### src/hse_pkg.sv
`default_nettype none

package hse_pkg;

  localparam int unsigned DATA_W      = 32;
  localparam int unsigned MAX_ITEMS   = 64;
  localparam int unsigned IDX_W       = $clog2(MAX_ITEMS);
  localparam int unsigned CNT_W       = $clog2(MAX_ITEMS + 1);
  localparam int unsigned QUEUE_DEPTH = 2;
  localparam int unsigned QPTR_W      = $clog2(QUEUE_DEPTH);
  localparam int unsigned QCNT_W      = $clog2(QUEUE_DEPTH + 1);

  typedef struct packed {
    logic signed [DATA_W-1:0] value;
    logic                     last;
  } in_item_t;

  typedef struct packed {
    logic signed [DATA_W-1:0] value;
    logic                     last;
    logic                     overflow;
  } out_item_t;

endpackage

`default_nettype wire

### src/hse_front.sv
`default_nettype none

module hse_front import hse_pkg::*; (
  input  logic     clk_i,
  input  logic     rst_ni,
  input  logic     push_i,
  input  in_item_t item_i,
  output logic     full_o,
  input  logic     pop_i,
  output in_item_t item_o,
  output logic     empty_o
);

  in_item_t            slot_q [QUEUE_DEPTH];
  logic [QPTR_W-1:0]   wp_q, wp_d, rp_q, rp_d;
  logic [QCNT_W-1:0]   cnt_q, cnt_d;
  logic                do_push, do_pop;

  assign full_o  = (cnt_q == QCNT_W'(QUEUE_DEPTH));
  assign empty_o = (cnt_q == '0);
  assign do_push = push_i & ~full_o;
  assign do_pop  = pop_i & ~empty_o;
  assign item_o  = slot_q[rp_q];

  always_comb begin
    wp_d  = wp_q;
    rp_d  = rp_q;
    cnt_d = cnt_q;
    if (do_push) begin
      wp_d = (wp_q == QPTR_W'(QUEUE_DEPTH - 1)) ? '0 : wp_q + QPTR_W'(1);
    end
    if (do_pop) begin
      rp_d = (rp_q == QPTR_W'(QUEUE_DEPTH - 1)) ? '0 : rp_q + QPTR_W'(1);
    end
    if (do_push && !do_pop) begin
      cnt_d = cnt_q + QCNT_W'(1);
    end else if (do_pop && !do_push) begin
      cnt_d = cnt_q - QCNT_W'(1);
    end
  end

  always_ff @(posedge clk_i or negedge rst_ni) begin
    if (!rst_ni) begin
      wp_q  <= '0;
      rp_q  <= '0;
      cnt_q <= '0;
    end else begin
      wp_q  <= wp_d;
      rp_q  <= rp_d;
      cnt_q <= cnt_d;
    end
  end

  always_ff @(posedge clk_i) begin
    if (do_push) begin
      slot_q[wp_q] <= item_i;
    end
  end

endmodule

`default_nettype wire

### src/hse_out_queue.sv
`default_nettype none

module hse_out_queue import hse_pkg::*; (
  input  logic      clk_i,
  input  logic      rst_ni,
  input  logic      push_i,
  input  out_item_t item_i,
  output logic      full_o,
  input  logic      pop_i,
  output out_item_t item_o,
  output logic      empty_o
);

  out_item_t           slot_q [QUEUE_DEPTH];
  logic [QPTR_W-1:0]   wp_q, wp_d, rp_q, rp_d;
  logic [QCNT_W-1:0]   cnt_q, cnt_d;
  logic                do_push, do_pop;

  assign full_o  = (cnt_q == QCNT_W'(QUEUE_DEPTH));
  assign empty_o = (cnt_q == '0);
  assign do_push = push_i & ~full_o;
  assign do_pop  = pop_i & ~empty_o;
  assign item_o  = slot_q[rp_q];

  always_comb begin
    wp_d  = wp_q;
    rp_d  = rp_q;
    cnt_d = cnt_q;
    if (do_push) begin
      wp_d = (wp_q == QPTR_W'(QUEUE_DEPTH - 1)) ? '0 : wp_q + QPTR_W'(1);
    end
    if (do_pop) begin
      rp_d = (rp_q == QPTR_W'(QUEUE_DEPTH - 1)) ? '0 : rp_q + QPTR_W'(1);
    end
    if (do_push && !do_pop) begin
      cnt_d = cnt_q + QCNT_W'(1);
    end else if (do_pop && !do_push) begin
      cnt_d = cnt_q - QCNT_W'(1);
    end
  end

  always_ff @(posedge clk_i or negedge rst_ni) begin
    if (!rst_ni) begin
      wp_q  <= '0;
      rp_q  <= '0;
      cnt_q <= '0;
    end else begin
      wp_q  <= wp_d;
      rp_q  <= rp_d;
      cnt_q <= cnt_d;
    end
  end

  always_ff @(posedge clk_i) begin
    if (do_push) begin
      slot_q[wp_q] <= item_i;
    end
  end

endmodule

`default_nettype wire

### src/hse_core.sv
`default_nettype none

module hse_core import hse_pkg::*; (
  input  logic      clk_i,
  input  logic      rst_ni,
  input  in_item_t  in_item_i,
  input  logic      in_empty_i,
  output logic      in_pop_o,
  output out_item_t out_item_o,
  output logic      out_push_o,
  input  logic      out_full_i
);

  typedef enum logic [9:0] {
    ST_IDLE      = 10'b00_0000_0001,
    ST_UP_CMP    = 10'b00_0000_0010,
    ST_UP_FIN    = 10'b00_0000_0100,
    ST_SEL_START = 10'b00_0000_1000,
    ST_SEL_TAIL  = 10'b00_0001_0000,
    ST_SEL_ROOT  = 10'b00_0010_0000,
    ST_DN_START  = 10'b00_0100_0000,
    ST_DN_L      = 10'b00_1000_0000,
    ST_DN_R      = 10'b01_0000_0000,
    ST_EMIT      = 10'b10_0000_0000
  } state_e;

  function automatic logic [IDX_W-1:0] parent_idx(input logic [IDX_W-1:0] idx);
    parent_idx = (idx - IDX_W'(1)) >> 1;
  endfunction

  state_e                   state_q, state_d;
  logic signed [DATA_W-1:0] heap_q [MAX_ITEMS];
  logic signed [DATA_W-1:0] rd_q;
  logic signed [DATA_W-1:0] val_q, val_d;
  logic signed [DATA_W-1:0] lft_q, lft_d;
  logic                     last_q, last_d;
  logic [IDX_W-1:0]         pos_q, pos_d;
  logic [IDX_W-1:0]         e_q, e_d;
  logic [CNT_W-1:0]         i_q, i_d;
  logic [CNT_W-1:0]         cnt_q, cnt_d;
  logic                     drop_q, drop_d;

  logic                     we;
  logic [IDX_W-1:0]         wr_addr, rd_addr;
  logic signed [DATA_W-1:0] wr_data;

  logic [CNT_W-1:0]         sz;
  logic [CNT_W:0]           child, right;
  logic                     has_child, has_right;
  logic [IDX_W-1:0]         up;
  logic signed [DATA_W-1:0] best_val;
  logic [IDX_W-1:0]         best_idx;
  logic                     emit_last;

  assign sz        = i_q - CNT_W'(1);
  assign child     = (CNT_W+1)'({pos_q, 1'b1});
  assign right     = child + (CNT_W+1)'(1);
  assign has_child = child < {1'b0, sz};
  assign has_right = right < {1'b0, sz};
  assign up        = parent_idx(pos_q);
  assign emit_last = (CNT_W'(e_q) + CNT_W'(1)) == cnt_q;

  always_comb begin
    if (state_q == ST_DN_R && lft_q < rd_q) begin
      best_val = rd_q;
      best_idx = right[IDX_W-1:0];
    end else if (state_q == ST_DN_R) begin
      best_val = lft_q;
      best_idx = child[IDX_W-1:0];
    end else begin
      best_val = rd_q;
      best_idx = child[IDX_W-1:0];
    end
  end

  always_comb begin
    state_d    = state_q;
    val_d      = val_q;
    lft_d      = lft_q;
    last_d     = last_q;
    pos_d      = pos_q;
    e_d        = e_q;
    i_d        = i_q;
    cnt_d      = cnt_q;
    drop_d     = drop_q;
    we         = 1'b0;
    wr_addr    = pos_q;
    wr_data    = val_q;
    rd_addr    = '0;
    in_pop_o   = 1'b0;
    out_push_o = 1'b0;

    case (state_q)
      ST_IDLE: begin
        if (!in_empty_i) begin
          in_pop_o = 1'b1;
          last_d   = in_item_i.last;
          val_d    = in_item_i.value;
          if (cnt_q < CNT_W'(MAX_ITEMS)) begin
            cnt_d = cnt_q + CNT_W'(1);
            i_d   = cnt_q + CNT_W'(1);
            pos_d = cnt_q[IDX_W-1:0];
            if (cnt_q == '0) begin
              we      = 1'b1;
              wr_addr = '0;
              wr_data = in_item_i.value;
              state_d = in_item_i.last ? ST_SEL_START : ST_IDLE;
            end else begin
              rd_addr = parent_idx(cnt_q[IDX_W-1:0]);
              state_d = ST_UP_CMP;
            end
          end else begin
            drop_d  = 1'b1;
            i_d     = cnt_q;
            state_d = in_item_i.last ? ST_SEL_START : ST_IDLE;
          end
        end
      end
      ST_UP_CMP: begin
        we = 1'b1;
        if (rd_q < val_q) begin
          wr_data = rd_q;
          pos_d   = up;
          if (up == '0) begin
            state_d = ST_UP_FIN;
          end else begin
            rd_addr = parent_idx(up);
          end
        end else begin
          state_d = last_q ? ST_SEL_START : ST_IDLE;
        end
      end
      ST_UP_FIN: begin
        we      = 1'b1;
        state_d = last_q ? ST_SEL_START : ST_IDLE;
      end
      ST_SEL_START: begin
        if (i_q <= CNT_W'(1)) begin
          rd_addr = '0;
          e_d     = '0;
          state_d = ST_EMIT;
        end else begin
          rd_addr = sz[IDX_W-1:0];
          state_d = ST_SEL_TAIL;
        end
      end
      ST_SEL_TAIL: begin
        val_d   = rd_q;
        rd_addr = '0;
        state_d = ST_SEL_ROOT;
      end
      ST_SEL_ROOT: begin
        we      = 1'b1;
        wr_addr = sz[IDX_W-1:0];
        wr_data = rd_q;
        pos_d   = '0;
        state_d = ST_DN_START;
      end
      ST_DN_START: begin
        if (has_child) begin
          rd_addr = child[IDX_W-1:0];
          state_d = ST_DN_L;
        end else begin
          we      = 1'b1;
          i_d     = sz;
          state_d = ST_SEL_START;
        end
      end
      ST_DN_L, ST_DN_R: begin
        if (state_q == ST_DN_L && has_right) begin
          lft_d   = rd_q;
          rd_addr = right[IDX_W-1:0];
          state_d = ST_DN_R;
        end else begin
          we = 1'b1;
          if (val_q < best_val) begin
            wr_data = best_val;
            pos_d   = best_idx;
            state_d = ST_DN_START;
          end else begin
            i_d     = sz;
            state_d = ST_SEL_START;
          end
        end
      end
      ST_EMIT: begin
        rd_addr = e_q;
        if (!out_full_i) begin
          out_push_o = 1'b1;
          if (emit_last) begin
            cnt_d   = '0;
            drop_d  = 1'b0;
            state_d = ST_IDLE;
          end else begin
            e_d     = e_q + IDX_W'(1);
            rd_addr = e_q + IDX_W'(1);
          end
        end
      end
      default: begin
        state_d = ST_IDLE;
      end
    endcase
  end

  assign out_item_o.value    = rd_q;
  assign out_item_o.last     = emit_last;
  assign out_item_o.overflow = drop_q;

  always_ff @(posedge clk_i or negedge rst_ni) begin
    if (!rst_ni) begin
      state_q <= ST_IDLE;
      cnt_q   <= '0;
      drop_q  <= 1'b0;
      last_q  <= 1'b0;
      i_q     <= '0;
      e_q     <= '0;
      pos_q   <= '0;
    end else begin
      state_q <= state_d;
      cnt_q   <= cnt_d;
      drop_q  <= drop_d;
      last_q  <= last_d;
      i_q     <= i_d;
      e_q     <= e_d;
      pos_q   <= pos_d;
    end
  end

  always_ff @(posedge clk_i) begin
    val_q <= val_d;
    lft_q <= lft_d;
  end

  // heap storage, one write and one registered read a cycle
  always_ff @(posedge clk_i) begin
    if (we) begin
      heap_q[wr_addr] <= wr_data;
    end
    rd_q <= heap_q[rd_addr];
  end

  a_cnt_bound: assert property (@(posedge clk_i) disable iff (!rst_ni)
    cnt_q <= CNT_W'(MAX_ITEMS))
    else $error("element count beyond capacity");

  a_dn_pos: assert property (@(posedge clk_i) disable iff (!rst_ni)
    (state_q == ST_DN_START) |-> (CNT_W'(pos_q) < sz))
    else $error("sift-down position outside shrinking heap");

  a_run_clear: assert property (@(posedge clk_i) disable iff (!rst_ni)
    (out_push_o && out_item_o.last) |=> (cnt_q == '0 && !drop_q && state_q == ST_IDLE))
    else $error("state not cleared after final item of run");

  a_no_pop_busy: assert property (@(posedge clk_i) disable iff (!rst_ni)
    in_pop_o |-> (state_q == ST_IDLE && !in_empty_i))
    else $error("input item taken while busy");

endmodule

`default_nettype wire

### src/heap_sort_engine.sv
// heap sort engine: collects signed 32-bit items and returns them in ascending order
//
// input channel : push / full, with value_i and last_i; an item is taken when
//                 push is high and full is low. last_i closes the set.
// result channel: empty / pop, with sorted_value_o, last_out_o and overflow_o;
//                 the head item is shown while empty is low and leaves on pop.
// up to 64 items are held; later items of the same set are dropped and every
// result of that run then carries overflow_o.
// a two-item queue sits on each side, so input is taken while results wait.
// insertion: from idle the first item is written and a dropped item discarded;
// others climb one heap level per compare in ST_UP_CMP, ST_UP_FIN writing the root,
// in a heap memory with one write and one registered read port. on last:
// each of n-1 removals moves the root to the tail and sifts the old tail down
// (one read per child); results leave one per cycle while the result queue has room.
// while the result queue is full the engine holds; the input queue fills and
// then raises full.
// reset empties both queues and clears the count and overflow flag; the heap
// memory is not cleared, as entries are always written before they are read.
`default_nettype none

module heap_sort_engine import hse_pkg::*; (
  input  logic                     clk_i,
  input  logic                     rst_ni,
  input  logic                     push,
  output logic                     full,
  input  logic signed [DATA_W-1:0] value_i,
  input  logic                     last_i,
  output logic                     empty,
  input  logic                     pop,
  output logic signed [DATA_W-1:0] sorted_value_o,
  output logic                     last_out_o,
  output logic                     overflow_o
);

  in_item_t  in_item, core_in;
  out_item_t core_out, out_item;
  logic      in_empty, in_pop, out_push, out_full;

  assign in_item.value = value_i;
  assign in_item.last  = last_i;

  hse_front u_front (
    .clk_i   (clk_i),
    .rst_ni  (rst_ni),
    .push_i  (push),
    .item_i  (in_item),
    .full_o  (full),
    .pop_i   (in_pop),
    .item_o  (core_in),
    .empty_o (in_empty)
  );

  hse_core u_core (
    .clk_i      (clk_i),
    .rst_ni     (rst_ni),
    .in_item_i  (core_in),
    .in_empty_i (in_empty),
    .in_pop_o   (in_pop),
    .out_item_o (core_out),
    .out_push_o (out_push),
    .out_full_i (out_full)
  );

  hse_out_queue u_out_queue (
    .clk_i   (clk_i),
    .rst_ni  (rst_ni),
    .push_i  (out_push),
    .item_i  (core_out),
    .full_o  (out_full),
    .pop_i   (pop),
    .item_o  (out_item),
    .empty_o (empty)
  );

  assign sorted_value_o = out_item.value;
  assign last_out_o     = out_item.last;
  assign overflow_o     = out_item.overflow;

endmodule

`default_nettype wire
### config.mk
export PLATFORM = sky130hd
export DESIGN_NAME = heap_sort_engine
export DESIGN_NICKNAME = d
export VERILOG_FILES = /design/src/hse_pkg.sv /design/src/hse_front.sv /design/src/hse_out_queue.sv /design/src/hse_core.sv /design/src/heap_sort_engine.sv
export SDC_FILE = /design/constraint.sdc
export NUM_CORES = 2
export LEC_CHECK = 0
export ABC_AREA = 0
export BUFFER_PORTS_ARGS = -buffer_cell sky130_fd_sc_hd__buf_2
export CORE_MARGIN = 2
export CORE_UTILIZATION = 30
export DETAILED_ROUTE_END_ITERATION = 8
export GPL_TIMING_DRIVEN = 0
export REMOVE_ABC_BUFFERS = 1
export SLEW_MARGIN = 5
export SYNTH_ARGS = -nofsm -noshare
export SYNTH_HDL_FRONTEND = slang
export SYNTH_SLANG_ARGS = --single-unit
export TNS_END_PERCENT = 1
### constraint.sdc
create_clock -name clk_i -period 9.5 [get_ports clk_i]
set_input_delay 1.9 -clock clk_i [delete_from_list [all_inputs] [get_ports clk_i]]
set_output_delay 1.9 -clock clk_i [all_outputs]
set_load 0.1 [all_outputs]
==> impl_metrics.toml <==
[logic_synthesis]
synth_edf_count = 2246
yosys.area.top_type = "edfxtp_1"
yosys.area.top_type_share_pct = 70.0
synth_most_common_cell = "edfxtp_1"
netlist_area_um2 = 96400
ys.flop_type = "edfxtp_1"
ys_seq_area_share_pct = 71.8
synthTopCellsByArea = "edfxtp_1 (70%), mux2i_1 (4.7%), nand2_1 (4.2%)"
ys_types = 108
syn_area_per_cell_um2 = 14.6
async_reset_ff_share_pct = 1.98
ys_warn_count = 0
synthCells = 6616
yosys-top-cells-count = "edfxtp_1 (2246), nand2_1 (1085), mux2i_1 (457)"
synth_seq_cells = 2324

[setup_path]
r2r_slack_ns = 1.10
crit_path_max_fanout = 21
worstReg2RegStart = "u_core.state_q[1]$_DFFE_PN0P_"
rr_endpoint = "u_core.heap_q[16][11]$_DFFE_PP_"
crit_arrival_ns = 9.13
critPathMaxStageDelay_ns = 0.91
path_class = "register to register"
crit_required_ns = 10.23
critical-path-slowest-cell = "nor3b_1"
worstSetupStartpointType = "register"
crit_path_cell_trace = "nor4_4 > nand2_1 > nor3b_1 > nand4_1 > nand2_2 > buf_16 > mux2i_1 > ha_1 > a21o_1 > a21o_1 > a21oi_1 > o221ai_1 > a221oi_1 > and3_1 > nand3_1 > o211ai_2 > mux2i_1 > nor2_4 > buf_12 > a21o_1 > a221oi_4 > buf_8 > buf_8"
cpMostUsedCell = "a21o_1"
r2r_cells = 23
cp-end-kind = "register"

[timing]
max_slew_margin_pct = 6.49
drv_slew = 0
fmax_ghz = 0.119
finalCritPeriodShare_pct = 88.4
worstMarginPinSlew_ns = 1.40
hold_ws_ns = 0.476
fin_crit_ns = 8.40
hold_viol_final = 0
setup_viol = 0
skew_ns = 0.0440
rsz0062_at_grt = "no"

[cts]
clock_sinks = 2324
clkTransAtPathRegs_ns = 0.06
clockBufferDepth = 3
post_cts_buffers = 0
h-tree-depth = 4
hold_buffers = 0
root_buffer = "clkbuf_16"
clk_latency_ns = 0.90
cts_buffers = 230
cts_resized = 0
cts_tree = "yes"

[routing]
top_layer = "met4"
wl_met3_um = 28500
drtIter0Drc = 8036
wire_per_inst_um = 26.0
wirelength_um = 295000
wl_met1_um = 118000
drcViolationCount = 0
first_pass_iters = 7
avgViaCountPerCell = 5.37
dr_wl_met2_um = 134000
num_vias = 61000
postRouteAntennaNets = 0

[floorplanning]
dieWidth_um = 571
coreArea_um2 = 320000
row_count = 208
pin_count = 73
start_util_pct = 30.1
die_area_um2 = 326000
die_height_um = 571

[min_path]
hp-class = "register to register"
worstHoldStart = "u_core.drop_q$_DFFE_PN0P_"
whs_path_depth = 0
hold_end = "u_out_queue.slot_q[0][0]$_DFFE_PP_"

[global_route]
grt_pass1_wl_um = 417000
grt_pass1_vias = 58600
track_usage_pct = 17.6
grt_remaining_overflow = 0
grt_antenna_before_repair = 14
grt_max_degree = 68

[layout]
drive_above_1_share_pct = 14.7
area.growth.synth_to_final_pct = 19.1
num-fill-cells = 29800
layout.nets = 6991

[job]
drv_cap = 0

[placement]
portBuffers = 72
gp_congestion = 0.875
hpwlAfterDp_um = 194000

[status]
status = "finished clean"
cell families after synthesis:
kind of cell	synth area share, %
adder cells (fa/ha/maj)	1.47
multiplexers	6.24
flip-flops	71.8
buffers and inverters	2.48
AO/OA/AOI/OAI	7.97
XOR/XNOR	0.426
AND/OR/NAND/NOR	9.61
routing by layer:
layer	global-route usage, %	up-vias
met4	8.31	0
met2	27.8	3150
li1	-	26200
met1	23.3	31100
met3	3.16	545
met5	0	-
stage by stage:
| step | area, µm² | std cells | setup TNS (ns) | utilization [%] | worst slack [ns] |
|---|---|---|---|---|---|
| finish | 115000 | 11400 | 0 | 35.8 | 1.10 |
| global route | 115000 | 11300 | 0 | 35.8 | 0.628 |
| CTS | 115000 | 11300 | 0 | 35.8 | 1.12 |
| detailed placement | 107000 | 10900 | 0 | 33.5 | 1.14 |
| global placement | 100000 | 10600 | - | 31.2 | -72.77 |
| floorplan | 94400 | 6215 | -1329.16 | - | -41.78 |
cell type report:
class                   count  area [µm²]  area share, %
flip-flops and latches   2324       69200           60.3
inverters                  91         342          0.298
repair buffers            394        6220           5.42
clock buffers             310        6190           5.39
diodes                      5        12.5         0.0109
multi-input cells        3800       26200           22.8
well taps                4305        5390           4.69
clock inverters           122        1200           1.04
worst max-delay path by stage:
| stage | to | start | depth (start not counted) | slack [ns] |
|---|---|---|---|---|
| after detailed placement | u_core.heap_q[21][11]$_DFFE_PP_ | u_core.state_q[1]$_DFFE_PN0P_ | 23 | 1.14 |
| after floorplan | u_core.rd_q[23]$_DFF_P_ | u_core.i_q[0]$_DFFE_PN0P_ | 17 | -41.78 |
| final | u_core.heap_q[16][11]$_DFFE_PP_ | u_core.state_q[1]$_DFFE_PN0P_ | 23 | 1.10 |
| after global routing | u_core.heap_q[24][11]$_DFFE_PP_ | u_core.rd_q[13]$_DFF_P_ | 27 | 0.63 |
| after CTS | u_core.heap_q[45][11]$_DFFE_PP_ | u_core.state_q[1]$_DFFE_PN0P_ | 23 | 1.12 |
| after global placement | u_core.rd_q[16]$_DFF_P_ | u_core.i_q[0]$_DFFE_PN0P_ | 17 | -72.77 |
layout by cell type (no fill, tap or decap), types with 105 or more instances in the layout:
| cell | count |
|---|---|
| buf_12 | 119 |
| and3_1 | 113 |
| mux2i_1 | 457 |
| nand3_1 | 377 |
| mux2_2 | 122 |
| a221oi_1 | 189 |
| ha_1 | 113 |
| a31oi_1 | 105 |
| edfxtp_1 | 2246 |
| clkbuf_16 | 230 |
| nand2_1 | 1078 |
| o21ai_0 | 134 |
state kept, by name (all words and copies together), names as in the netlist, 6 cells and up:
| name | cells |
|---|---|
| u_core.heap_q | 2048 |
| u_out_queue.slot_q | 68 |
| u_front.slot_q | 66 |
| u_core.lft_q | 32 |
| u_core.rd_q | 32 |
| u_core.val_q | 32 |
| u_core.state_q | 10 |
| u_core.cnt_q | 7 |
| u_core.i_q | 7 |
| u_core.e_q | 6 |
| u_core.pos_q | 6 |
worst max-delay path: cells and delay by family, from the launching register on:
kind / cells / cell delay, ns
AO/OA/AOI/OAI: 8 / 2.46
adder cells (fa/ha/maj): 1 / 0.32
buffers and inverters: 4 / 0.95
flip-flops: 1 / 0.47
multiplexers: 2 / 0.84
AND/OR/NAND/NOR: 8 / 3.13
Power is left out: the tool's default activity adds up to more than one toggle a clock period on the data nets, which glitch-free logic cannot reach.
